**config.mk**
```make
export PLATFORM = sky130hd
export DESIGN_NAME = fifo_edf_wait_list
export DESIGN_NICKNAME = d
export VERILOG_FILES = /design/src/sv/fewl_pkg.sv /design/src/sv/fewl_ram.sv /design/src/sv/fewl_ctrl.sv /design/src/sv/fewl_datapath.sv /design/src/sv/fifo_edf_wait_list.sv
export VERILOG_INCLUDE_DIRS = /design/src /design/src/sv
export SDC_FILE = /design/constraint.sdc
export NUM_CORES = 2
export LEC_CHECK = 0
export ABC_CLOCK_PERIOD_IN_PS = 13800
export BUFFER_PORTS_ARGS = -buffer_cell sky130_fd_sc_hd__buf_4
export CAP_MARGIN = 10
export CELL_PAD_IN_SITES_DETAIL_PLACEMENT = 1
export CELL_PAD_IN_SITES_GLOBAL_PLACEMENT = 2
export CORE_UTILIZATION = 50
export CTS_CLUSTER_DIAMETER = 100
export DETAILED_ROUTE_END_ITERATION = 10
export PLACE_DENSITY_LB_ADDON = 0.1
export SETUP_SLACK_MARGIN = 0.02
export SLEW_MARGIN = 40
export SYNTH_ARGS = -nofsm -noshare
export SYNTH_HDL_FRONTEND = slang
export SYNTH_SLANG_ARGS = --single-unit
```
**constraint.sdc**
```tcl
create_clock -name clock -period 13.8 [get_ports clock]
set_input_delay 2.07 -clock clock [delete_from_list [all_inputs] [get_ports clock]]
set_output_delay 2.07 -clock clock [all_outputs]
set_load 0.02 [all_outputs]
```
**src/sv/fifo_edf_wait_list_assert.svh**
```systemverilog
// ----------------------------------------------------------------------------
// Assertion macros for the wait list block
// Implication checks, same cycle and next cycle, clocked and resettable.
// ----------------------------------------------------------------------------
`ifndef FIFO_EDF_WAIT_LIST_ASSERT_SVH
`define FIFO_EDF_WAIT_LIST_ASSERT_SVH
`ifndef ASSERT_OFF
`define FEWL_ASSERT_IMP(label, clk, rst, pre, post) \
   label: assert property (@(posedge clk) disable iff (rst) (pre) |-> (post)) \
      else $error("wait list assertion failed");
`define FEWL_ASSERT_NXT(label, clk, rst, pre, post) \
   label: assert property (@(posedge clk) disable iff (rst) (pre) |=> (post)) \
      else $error("wait list assertion failed");
`else
`define FEWL_ASSERT_IMP(label, clk, rst, pre, post)
`define FEWL_ASSERT_NXT(label, clk, rst, pre, post)
`endif
`endif

```
**src/sv/fewl_pkg.sv**
```systemverilog
// ----------------------------------------------------------------------------
// fewl_pkg
// Shared widths, operation codes, entry layout and controller interface.
// ----------------------------------------------------------------------------
`timescale 1ns / 1ps

package fewl_pkg;

   localparam int NUM_RESOURCES_DEF = 16;
   localparam int MAX_WAITERS_DEF   = 2;

   localparam int OP_W   = 2;
   localparam int RES_W  = 4;
   localparam int REQ_W  = 8;
   localparam int TIME_W = 32;

   localparam logic [OP_W-1:0] OP_ADD    = 2'd0;
   localparam logic [OP_W-1:0] OP_REMOVE = 2'd1;
   localparam logic [OP_W-1:0] OP_QUERY  = 2'd2;
   localparam logic [OP_W-1:0] OP_NONE   = 2'd3;

   typedef struct packed {
      logic [TIME_W-1:0] deadline;
      logic [TIME_W-1:0] arrival;
      logic [REQ_W-1:0]  requester;
   } entry_type;

   typedef struct packed {
      logic load;
      logic count;
      logic scan;
      logic add_wr;
      logic shift_wr;
      logic cnt_dec;
      logic clear;
      logic turn_ld;
      logic rsp_load;
   } cmd_type;

   typedef struct packed {
      logic            clear_done;
      logic            res_ok;
      logic [OP_W-1:0] op;
      logic            n_zero;
      logic            n_full;
      logic            last;
      logic            match;
      logic            found;
      logic            rsp_free;
   } status_type;

   function automatic logic beats(logic mode, entry_type a, entry_type b);
      logic result;
      if (!mode) begin
         result = a.arrival < b.arrival;
      end else if (a.deadline != b.deadline) begin
         result = a.deadline < b.deadline;
      end else begin
         result = a.arrival < b.arrival;
      end
      return result;
   endfunction

endpackage

```
**src/sv/fewl_ram.sv**
```systemverilog
// ----------------------------------------------------------------------------
// fewl_ram
// Simple dual port RAM, one write port and one registered read port.
// ----------------------------------------------------------------------------
`timescale 1ns / 1ps

module fewl_ram #(
   parameter int WIDTH = 8,
   parameter int DEPTH = 16,
   localparam int AW = (DEPTH > 1) ? $clog2(DEPTH) : 1
) (
   input  logic             clock,
   input  logic             we,
   input  logic [AW-1:0]    waddr,
   input  logic [WIDTH-1:0] wdata,
   input  logic [AW-1:0]    raddr,
   output logic [WIDTH-1:0] rdata
);

   logic [WIDTH-1:0] mem [DEPTH];
   logic [WIDTH-1:0] rdata_ff;

   always_ff @(posedge clock) begin
      if (we) begin
         mem[waddr] <= wdata;
      end
      rdata_ff <= mem[raddr];
   end

   assign rdata = rdata_ff;

endmodule

```
**src/sv/fewl_ctrl.sv**
```systemverilog
// ----------------------------------------------------------------------------
// fewl_ctrl
// Sequencer: clearing pass, accept, count lookup, list scan, result hand-off.
// ----------------------------------------------------------------------------
`timescale 1ns / 1ps

module fewl_ctrl import fewl_pkg::*; (
   input  logic       clock,
   input  logic       reset,
   input  logic       req_tvalid,
   input  status_type status,
   output logic       req_tready,
   output cmd_type    cmd
);

   localparam logic [2:0] ST_CLEAR = 3'd0;
   localparam logic [2:0] ST_IDLE  = 3'd1;
   localparam logic [2:0] ST_COUNT = 3'd2;
   localparam logic [2:0] ST_SCAN  = 3'd3;
   localparam logic [2:0] ST_DONE  = 3'd4;

   logic [2:0] state_ff;
   logic [2:0] state_in;

   always_comb begin
      cmd        = '0;
      req_tready = 1'b0;
      state_in   = state_ff;
      case (state_ff)
         ST_CLEAR: begin
            cmd.clear = 1'b1;
            if (status.clear_done) begin
               state_in = ST_IDLE;
            end
         end
         ST_IDLE: begin
            req_tready = 1'b1;
            if (req_tvalid) begin
               cmd.load = 1'b1;
               state_in = ST_COUNT;
            end
         end
         ST_COUNT: begin
            cmd.count = 1'b1;
            if (!status.res_ok || status.op == OP_NONE) begin
               state_in = ST_DONE;
            end else if (status.op == OP_ADD) begin
               cmd.add_wr = !status.n_full;
               state_in   = ST_DONE;
            end else if (status.n_zero) begin
               state_in = ST_DONE;
            end else begin
               state_in = ST_SCAN;
            end
         end
         ST_SCAN: begin
            cmd.scan = 1'b1;
            if (status.op == OP_REMOVE) begin
               cmd.shift_wr = status.found;
               cmd.cnt_dec  = status.last && (status.found || status.match);
            end else begin
               cmd.turn_ld = status.last;
            end
            if (status.last) begin
               state_in = ST_DONE;
            end
         end
         ST_DONE: begin
            if (status.rsp_free) begin
               cmd.rsp_load = 1'b1;
               state_in     = ST_IDLE;
            end
         end
         default: begin
            state_in = ST_IDLE;
         end
      endcase
   end

   always_ff @(posedge clock) begin
      if (reset) begin
         state_ff <= ST_CLEAR;
      end else begin
         state_ff <= state_in;
      end
   end

endmodule

```
**src/sv/fewl_datapath.sv**
```systemverilog
// ----------------------------------------------------------------------------
// fewl_datapath
// Count and entry memories, item registers, best-waiter tracking, result word.
// ----------------------------------------------------------------------------
`timescale 1ns / 1ps

module fewl_datapath import fewl_pkg::*; #(
   parameter int NUM_RESOURCES = NUM_RESOURCES_DEF,
   parameter int MAX_WAITERS   = MAX_WAITERS_DEF
) (
   input  logic              clock,
   input  logic              reset,
   input  cmd_type           cmd,
   input  logic [OP_W-1:0]   req_op,
   input  logic [RES_W-1:0]  req_res,
   input  logic [REQ_W-1:0]  req_who,
   input  logic [TIME_W-1:0] req_arr,
   input  logic [TIME_W-1:0] req_dl,
   input  logic              csr_we,
   input  logic              csr_wdata,
   input  logic              rsp_tready,
   output status_type        status,
   output logic              rsp_tvalid,
   output logic              rsp_is_turn
);

   localparam int SLOTS = NUM_RESOURCES * MAX_WAITERS;
   localparam int RW    = (NUM_RESOURCES > 1) ? $clog2(NUM_RESOURCES) : 1;
   localparam int CW    = $clog2(MAX_WAITERS + 1);
   localparam int IW    = (MAX_WAITERS > 1) ? $clog2(MAX_WAITERS) : 1;
   localparam int SW    = (SLOTS > 1) ? $clog2(SLOTS) : 1;
   localparam int XW    = RW + CW + 1;

   function automatic logic [RW-1:0] res_addr(logic [RES_W-1:0] r);
      logic [RW+RES_W-1:0] wide;
      wide = (RW + RES_W)'(r);
      return wide[RW-1:0];
   endfunction

   function automatic logic [SW-1:0] slot(logic [RW-1:0] r, logic [XW-1:0] off);
      logic [XW-1:0] sum;
      sum = XW'(r) * XW'(MAX_WAITERS) + off;
      return sum[SW-1:0];
   endfunction

   logic              policy_ff;
   logic [OP_W-1:0]   op_ff;
   logic [RES_W-1:0]  res_ff;
   logic [REQ_W-1:0]  who_ff;
   logic [TIME_W-1:0] arr_ff;
   logic [TIME_W-1:0] dl_ff;
   logic [CW-1:0]     n_ff;
   logic [IW-1:0]     idx_ff;
   logic              found_ff;
   entry_type         best_ff;
   logic              turn_ff;
   logic [RW-1:0]     clr_ff;
   logic              rsp_valid_ff;
   logic              rsp_turn_ff;

   logic [CW-1:0]     cnt_rd;
   logic              cnt_we;
   logic [RW-1:0]     cnt_waddr;
   logic [CW-1:0]     cnt_wdata;
   entry_type         ent_rd;
   entry_type         ent_wdata;
   logic              ent_we;
   logic [SW-1:0]     ent_waddr;
   logic [SW-1:0]     ent_raddr;
   logic [XW-1:0]     idx_next;
   entry_type         winner;

   assign idx_next = XW'(idx_ff) + XW'(1);
   assign winner   = (idx_ff == '0 || beats(policy_ff, ent_rd, best_ff)) ? ent_rd : best_ff;

   always_comb begin
      cnt_we    = cmd.clear | cmd.add_wr | cmd.cnt_dec;
      cnt_waddr = cmd.clear ? clr_ff : res_addr(res_ff);
      if (cmd.clear) begin
         cnt_wdata = '0;
      end else if (cmd.add_wr) begin
         cnt_wdata = cnt_rd + CW'(1);
      end else begin
         cnt_wdata = n_ff - CW'(1);
      end
      ent_we = cmd.add_wr | cmd.shift_wr;
      if (cmd.add_wr) begin
         ent_waddr = slot(res_addr(res_ff), XW'(cnt_rd));
         ent_wdata = '{deadline: dl_ff, arrival: arr_ff, requester: who_ff};
      end else begin
         ent_waddr = slot(res_addr(res_ff), XW'(idx_ff) - XW'(1));
         ent_wdata = ent_rd;
      end
      ent_raddr = slot(res_addr(res_ff), cmd.scan ? idx_next : '0);
   end

   fewl_ram #(
      .WIDTH (CW),
      .DEPTH (NUM_RESOURCES)
   ) u_count_ram (
      .clock (clock),
      .we    (cnt_we),
      .waddr (cnt_waddr),
      .wdata (cnt_wdata),
      .raddr (res_addr(req_res)),
      .rdata (cnt_rd)
   );

   fewl_ram #(
      .WIDTH ($bits(entry_type)),
      .DEPTH (SLOTS)
   ) u_entry_ram (
      .clock (clock),
      .we    (ent_we),
      .waddr (ent_waddr),
      .wdata (ent_wdata),
      .raddr (ent_raddr),
      .rdata (ent_rd)
   );

   always_ff @(posedge clock) begin
      if (cmd.load) begin
         op_ff  <= req_op;
         res_ff <= req_res;
         who_ff <= req_who;
         arr_ff <= req_arr;
         dl_ff  <= req_dl;
      end
      if (cmd.count) begin
         n_ff     <= cnt_rd;
         idx_ff   <= '0;
         found_ff <= 1'b0;
      end else if (cmd.scan) begin
         idx_ff   <= idx_next[IW-1:0];
         best_ff  <= winner;
         found_ff <= found_ff | status.match;
      end
      if (cmd.load) begin
         turn_ff <= 1'b0;
      end else if (cmd.turn_ld) begin
         turn_ff <= (winner.requester == who_ff);
      end
      if (cmd.rsp_load) begin
         rsp_turn_ff <= turn_ff;
      end
   end

   always_ff @(posedge clock) begin
      if (reset) begin
         policy_ff    <= 1'b0;
         clr_ff       <= '0;
         rsp_valid_ff <= 1'b0;
      end else begin
         if (csr_we) begin
            policy_ff <= csr_wdata;
         end
         if (cmd.clear) begin
            clr_ff <= clr_ff + RW'(1);
         end
         if (cmd.rsp_load) begin
            rsp_valid_ff <= 1'b1;
         end else if (rsp_tready) begin
            rsp_valid_ff <= 1'b0;
         end
      end
   end

   always_comb begin
      status.clear_done = (clr_ff == RW'(NUM_RESOURCES - 1));
      status.res_ok     = ({28'd0, res_ff} < 32'(NUM_RESOURCES));
      status.op         = op_ff;
      status.n_zero     = (cnt_rd == '0);
      status.n_full     = (XW'(cnt_rd) >= XW'(MAX_WAITERS));
      status.last       = (idx_next == XW'(n_ff));
      status.match      = (ent_rd.requester == who_ff);
      status.found      = found_ff;
      status.rsp_free   = !rsp_valid_ff || rsp_tready;
   end

   assign rsp_tvalid  = rsp_valid_ff;
   assign rsp_is_turn = rsp_turn_ff;

endmodule

```
**src/sv/fifo_edf_wait_list.sv**
```systemverilog
// ----------------------------------------------------------------------------
// fifo_edf_wait_list
// Flow: an add, bad index or unused code goes from accept through count lookup
// to the result word; a remove or query on n waiters also scans the list, one entry a cycle.
// One word in flight; the next is taken only once the result is queued.
// Reset: synchronous; a clearing pass over all NUM_RESOURCES entries zeroes the
// count memory, with the input held off. Policy resets to oldest arrival.
// ----------------------------------------------------------------------------
`timescale 1ns / 1ps
`include "fifo_edf_wait_list_assert.svh"

module fifo_edf_wait_list import fewl_pkg::*; #(
   parameter int NUM_RESOURCES = NUM_RESOURCES_DEF,
   parameter int MAX_WAITERS   = MAX_WAITERS_DEF
) (
   input  logic        clock,
   input  logic        reset,
   // tuser: operation[1:0]
   // tdata: resource_index[3:0], requester_id[11:4], arrival_time[43:12],
   //        deadline_time[75:44], zero fill [79:76]
   input  logic        req_tvalid,
   output logic        req_tready,
   input  logic [1:0]  req_tuser,
   input  logic [79:0] req_tdata,
   // tdata: is_turn[0], zero fill [7:1]
   output logic        rsp_tvalid,
   input  logic        rsp_tready,
   output logic [7:0]  rsp_tdata,
   input  logic        csr_valid,
   output logic        csr_ready,
   input  logic        csr_wdata
);

   cmd_type    cmd;
   status_type status;
   logic       is_turn;

   fewl_ctrl u_ctrl (
      .clock      (clock),
      .reset      (reset),
      .req_tvalid (req_tvalid),
      .status     (status),
      .req_tready (req_tready),
      .cmd        (cmd)
   );

   fewl_datapath #(
      .NUM_RESOURCES (NUM_RESOURCES),
      .MAX_WAITERS   (MAX_WAITERS)
   ) u_datapath (
      .clock       (clock),
      .reset       (reset),
      .cmd         (cmd),
      .req_op      (req_tuser),
      .req_res     (req_tdata[3:0]),
      .req_who     (req_tdata[11:4]),
      .req_arr     (req_tdata[43:12]),
      .req_dl      (req_tdata[75:44]),
      .csr_we      (csr_valid & csr_ready),
      .csr_wdata   (csr_wdata),
      .rsp_tready  (rsp_tready),
      .status      (status),
      .rsp_tvalid  (rsp_tvalid),
      .rsp_is_turn (is_turn)
   );

   assign rsp_tdata = {7'd0, is_turn};
   assign csr_ready = 1'b1;

   `FEWL_ASSERT_NXT(a_one_word_in_flight, clock, reset, req_tvalid && req_tready, !req_tready)
   `FEWL_ASSERT_IMP(a_clear_holds_input, clock, reset, $fell(reset), !req_tready)

endmodule
```
Yosys cells after proc, flatten, opt, wreduce, memory -nomap -nowiden. Memory sizes are Yosys's and may differ from the RTL's. A register that Yosys moved wholly into a read port is not among the register bits. Index checks and enable logic that the tools add are counted.

Bitwise gates (word level): 6. Add/sub/neg operators: 8. Equality and inequality tests: 15. Multiplexer cells: 38. Magnitude comparators: 3. Reductions and logical operators: 13.

Operator list (number): $mux W72 (1); $lt A32 B32 Y1 (2); $ne A32 B32 Y1 (1); $mux W1 (21); $mux W3 (7); $eq A8 B8 Y1 (2); $pmux W3 S5 (1); $add A5 B5 Y5 (2); $mux W5 (2); $mux W2 (4); $mux W8 (1); $eq A7 B2 Y1 (1); $eq A3 B2 Y1 const B (2); $ne A2 B2 Y1 const B (3); $add A5 B2 Y5 (1); $add A4 B1 Y4 const B (1); $eq A4 B4 Y1 const B (1); $logic_not A2 Y1 (2); $mux W4 (1); $or A1 B1 Y1 (4); $reduce_and A4 Y1 (1); $eq A3 B1 Y1 const B (1); $eq A3 B3 Y1 const B (1); $logic_not A3 Y1 (1); 15 further kinds (19).

Output and inout port bits: 11. Input port bits: 88. Memory bits (writable): 2336. Logic and storage cells: 102. Bits in registers: 165. Memories kept: 2.

Memory list: u_datapath.u_entry_ram.mem (words 32, bits a word 72, rd ports 1, clocked after memory_dff 1, wr ports 1, line fewl_ram.sv:20) `logic [WIDTH-1:0] mem [DEPTH];`; u_datapath.u_count_ram.mem (words 16, bits a word 2, rd ports 1, clocked after memory_dff 1, wr ports 1, line fewl_ram.sv:20).

Logic depth before layout (Yosys ltp).
Depth in word-level cells: 9. Mapped depth: 15. Depth with buffers taken out: 13.

Cells and area by module. A second synthesis with hierarchy kept.

Cells, all modules: 4934. Area, all modules: 99067.5 µm².

Modules (own cells, without submodules): fewl_ram at u_datapath.u_entry_ram (cells each 4208, sequential area each 70627.7 µm², area an instance 89115.5 µm², times used 1); fewl_datapath (cells each 598, sequential area each 4774.6 µm², area an instance 8182.8 µm², times used 1); fewl_ram at u_datapath.u_count_ram (cells each 78, sequential area each 1001.0 µm², area an instance 1380.1 µm², times used 1); fewl_ctrl (cells each 39, sequential area each 60.1 µm², area an instance 314.1 µm², times used 1); fifo_edf_wait_list (cells each 11, sequential area each 0.0 µm², area an instance 75.1 µm², times used 1).

Worst setup path before layout. No wires, ideal clock.

Kind: register -> register. Start: register u_ctrl.state_ff[1]. End: memory u_datapath.u_entry_ram.mem[17][0] (netlist name), enable pin. Library setup time: 503 ps. Buffers on the path: 2. Cell stages (with the launch flop): 15. Arrival time: 5869 ps. Path slack: 7429 ps. Data required time: 13297 ps. Period minus slack after synthesis: 6371 ps. Cells stage by stage: dfxtp_1 and2b_1 nor2b_1 and2_1 clkbuf_1 clkbuf_1 nor2_1 ha_1 a21o_1 a21oi_1 xnor2_1 nand3_1 o31ai_1 nand2_1 nor2_1.

Word-level cells in the longest chain between the ends: 5. Elaborated cells between the ends (all ways): 8. Classes of those cells: 2 x eq/ne; 5 x mux; 1 x bitwise.

RTL lines: start, declared (line fewl_ctrl.sv:22) `logic [2:0] state_ff;`; start signal, assigned (line fewl_ctrl.sv:84) `state_ff <= state_in;`; $eq A3 B2 Y1 (line fewl_ctrl.sv:29) `case (state_ff)`; $mux W1 / $mux W2 (equally long branches) (line fewl_ctrl.sv:29); $or A1 B1 Y1 (line fewl_datapath.sv:86) `ent_we = cmd.add_wr | cmd.shift_wr;`; $mux W1 (line fewl_ram.sv:24) `if (we) begin`; $mux W1 (implied by the code) (line fewl_ram.sv:25) `mem[waddr] <= wdata;`; end, declared (line fewl_ram.sv:20).

Several ways; a longest one is shown, not always the timed one.

Worst setup path in the final report.
Start: register u_ctrl.state_ff[1]. End: memory u_datapath.u_entry_ram.mem[31][49] (netlist name), enable pin.

Same word-level chain as after synthesis.

==> results.yml <==
synthesis:
  muxShareOfSynthArea: 0.177
  async_flop_share: 0
  synth_edf_count: 2489
  synth-seq-cells: 2575
  synth.avg_cell_area_sq_um: 23.2
  synth-simple-area-share: 0.0167
  synthAdderAreaFrac: 0.00923
  synth_top_family_by_area: "multiplexers"
  synth.distinct_cells: 53
  syn_area_sq_mm: 0.0984
  synthCells: 4248
  ys.warnings.count: 0
  synth-compound-area-share: 0.00594
  synth_xor_xnor_area_share: 0.00205
  seq_area_frac_synth: 0.777
  synth_flop_cell: "edfxtp_1"
worst_setup_path:
  regToRegStartpoint: "u_ctrl.state_ff[1]"
  crit_slowest_cell: "nor2_4"
  crit_top_cell: "buf_4"
  cp_max_fo: 34
  r2r_end: "u_datapath.u_entry_ram.mem[31][49]"
  end_kind: "register"
  cp-start-kind: "register"
  arrival_ps: 7430
  worst-r2r-setup-slack_ps: 6910
  cp.required_ps: 14330
  max_stage_delay_ps: 690
  crit_chain: "and2b_1, nor2b_1, and2_4, buf_4, nor2_1, ha_1, a21o_1, a21oi_1, xnor2_1, nand3_1, o31ai_1, nand2_1, nor2_4, buf_6, buf_4"
  reg2regPathDepth: 15
  crit_type: "reg -> reg"
  startpoint: "u_ctrl.state_ff[1]"
routing:
  ant_nets: 0
  wl_met1_um: 108000
  vias: 45500
  drc: 0
  wl_per_cell_um: 34.3
  drtIter0Drc: 4720
  drt_first_pass_iters: 7
  wl_met2_um: 123000
  vias_per_cell: 6.16
  drt_wl_total_um: 253000
  wl_met3_um: 15900
  top_layer: "met4"
sta:
  rsz0062_at_grt: "no"
  slew_viol_final: 0
  min_period_ps: 6890
  setup_tns_ps: 0
  max_freq_ghz: 0.145
  post-route-period-util: 0.499
  worst_pin_slew_ps: 888
  final-hold-violation-count: 0
  setup_viol: 0
  fin_skew_ps: 43.1
  slew_headroom: 0.408
finish:
  mostFrequentLayoutCells: "edfxtp_1, mux4_2, clkbuf_16"
  drive_above_1_share: 0.319
  fin_nets: 4706
  area_growth_syn_to_layout_pct: 14.0
  mostFrequentLayoutCell: "edfxtp_1"
  fin_cells: 7379
die:
  num_rows: 162
  initial_core_util: 0.504
  die_h_um: 446
  die_area_sq_mm: 0.199
  die_x_um: 446
  ios: 99
  core_sq_mm: 0.195
status:
  status: "finished, final reports clean"
global_route:
  grt_pass1_vias: 47800
  grtUsageTotal: 0.258
  grt_max_degree: 128
  grt.overflow.total: 0
  grt_pass1_wl_um: 356000
  antenna_found_initial: 3
cts:
  cts_max_level: 5
  clk_latency_ps: 920
  clk_pin_slew_ps: 60
  ctsResizeCount: 0
  postCtsSetupBuffers: 0
  cts_tree: "done"
  cts_hold_buf: 0
  root_buffer: "clkbuf_16"
  cts.sinks: 2575
  clockBufferDepth: 4
  cts_buffers: 284
placed_design:
  place_congestion: 0.736
  portBuffers: 86
  dp.cells: 6881
  hpwl_um: 128000
flow_run:
  max-cap-violations: 0
power:
  vdd_ir_drop_max_mv: 0.149
  p_comb_frac: 0.097
  p_sw_mw: 4.28
  p_per_area_mw_per_mm2: 164
  p_int_mw: 14.1
  p_sw_frac: 0.233
  pwr-share-clk: 0.393
  p_leak_nw: 36.1
  seqPwrFrac: 0.511
hold_path:
  hp-start: "u_datapath.u_entry_ram.rdata[26]"
  hp-class: "reg -> reg"
  hold_end: "u_datapath.best_ff[26]"
  holdPathStages: 0
## cell families (layout without fill, tap and decap cells)
group,after synthesis,after routing
multiplexers,813,813
XOR/XNOR,23,23
AND/OR/NAND/NOR,390,390
AO/OA/AOI/OAI,94,94
adder cells (fa/ha/maj),72,72
flip-flops,2575,2575
buffers and inverters,279,778
other,2,10
## cell usage after synthesis (6+ instances only)
cell	count	area [sq um]
edfxtp_1	2489	74700
mux4_2	730	16400
nand2_1	251	942
clkbuf_1	120	450
dfxtp_1	86	1720
mux2_2	79	890
inv_1	78	293
ha_1	71	888
nor2_1	65	244
buf_2	49	245
a21oi_1	33	165
buf_4	22	165
o21ai_0	21	105
xnor2_1	15	131
nand3_1	14	70.1
nand4_1	12	75.1
nor3_1	12	60.1
xor2_1	8	70.1
buf_1	7	26.3
nor3b_1	7	52.6
a31oi_1	6	37.5
nand2b_1	6	37.5
## through the flow
stage / cell area (sq um) / util / power [mW] / setup WS [ps] / hold WS [ps]
after floorplan: 98400 / - / 10.6 / 7430 / 408
after global placement: 103000 / 0.526 / 11.2 / 6720 / 454
after detailed placement: 103000 / 0.528 / 11.3 / 6920 / 452
after CTS: 112000 / 0.573 / 18.5 / 6880 / 464
after global routing: 112000 / 0.574 / 18.9 / 6610 / 476
final: 112000 / 0.574 / 18.3 / 6910 / 469
## sequential cells by signal, summed over array words and instances (netlist names), 3 cells and up
name	cells
u_datapath.arr_ff	32
u_datapath.res_ff	4
u_datapath.best_ff	72
u_datapath.clr_ff	4
u_datapath.u_count_ram.mem	32
u_ctrl.state_ff	3
u_datapath.u_entry_ram.mem	2304
u_datapath.who_ff	8
u_datapath.dl_ff	32
u_datapath.u_entry_ram.rdata	72
## metal layers
| metal | vias to the layer above | global-route usage |
|---|---|---|
| met1 | 25000 | 0.376 |
| met5 | - | 0 |
| met3 | 379 | 0.0393 |
| met4 | 0 | 0.0713 |
| li1 | 18500 | - |
| met2 | 1619 | 0.409 |
## power by group through the flow
stage	registers [mW]	logic, mW	clock network (mW)
finish	9.37	1.77	7.20
global route	9.38	1.92	7.56
CTS	9.38	1.76	7.33
detailed placement	9.55	1.76	0
global placement	9.54	1.69	0
floorplan	9.47	1.12	0
## area by class of cell
class	count	area, sq um
timing repair buffer	207	2050
clock buffer	389	7900
multi-input combinational	1400	21300
tap	2624	3280
clock inverter	104	836
inverter	78	298
sequential	2575	76500
fill	16000	83100
antenna	2	5.00
## how the worst max path moves through the flow
stage / cells after the start / slack [ps] / endpoint
2_1_floorplan: 14 / 7430 / u_datapath.u_entry_ram.mem[17][0]
3_3_place_gp: 13 / 6720 / u_datapath.u_entry_ram.mem[24][70]
3_5_place_dp: 15 / 6920 / u_datapath.u_entry_ram.mem[31][49]
4_1_cts: 15 / 6880 / u_datapath.u_entry_ram.mem[31][49]
5_1_grt: 16 / 6610 / u_datapath.u_entry_ram.mem[31][44]
6_report: 15 / 6910 / u_datapath.u_entry_ram.mem[31][49]
## critical path, delay by kind of cell, from the launching register on
kind / cells / cell delay, ps
AO/OA/AOI/OAI: 3 / 330
XOR/XNOR: 1 / 480
adder cells (fa/ha/maj): 1 / 350
buffers and inverters: 3 / 1890
flip-flops: 1 / 450
AND/OR/NAND/NOR: 7 / 2890
(Power assumes the default switching activity.)
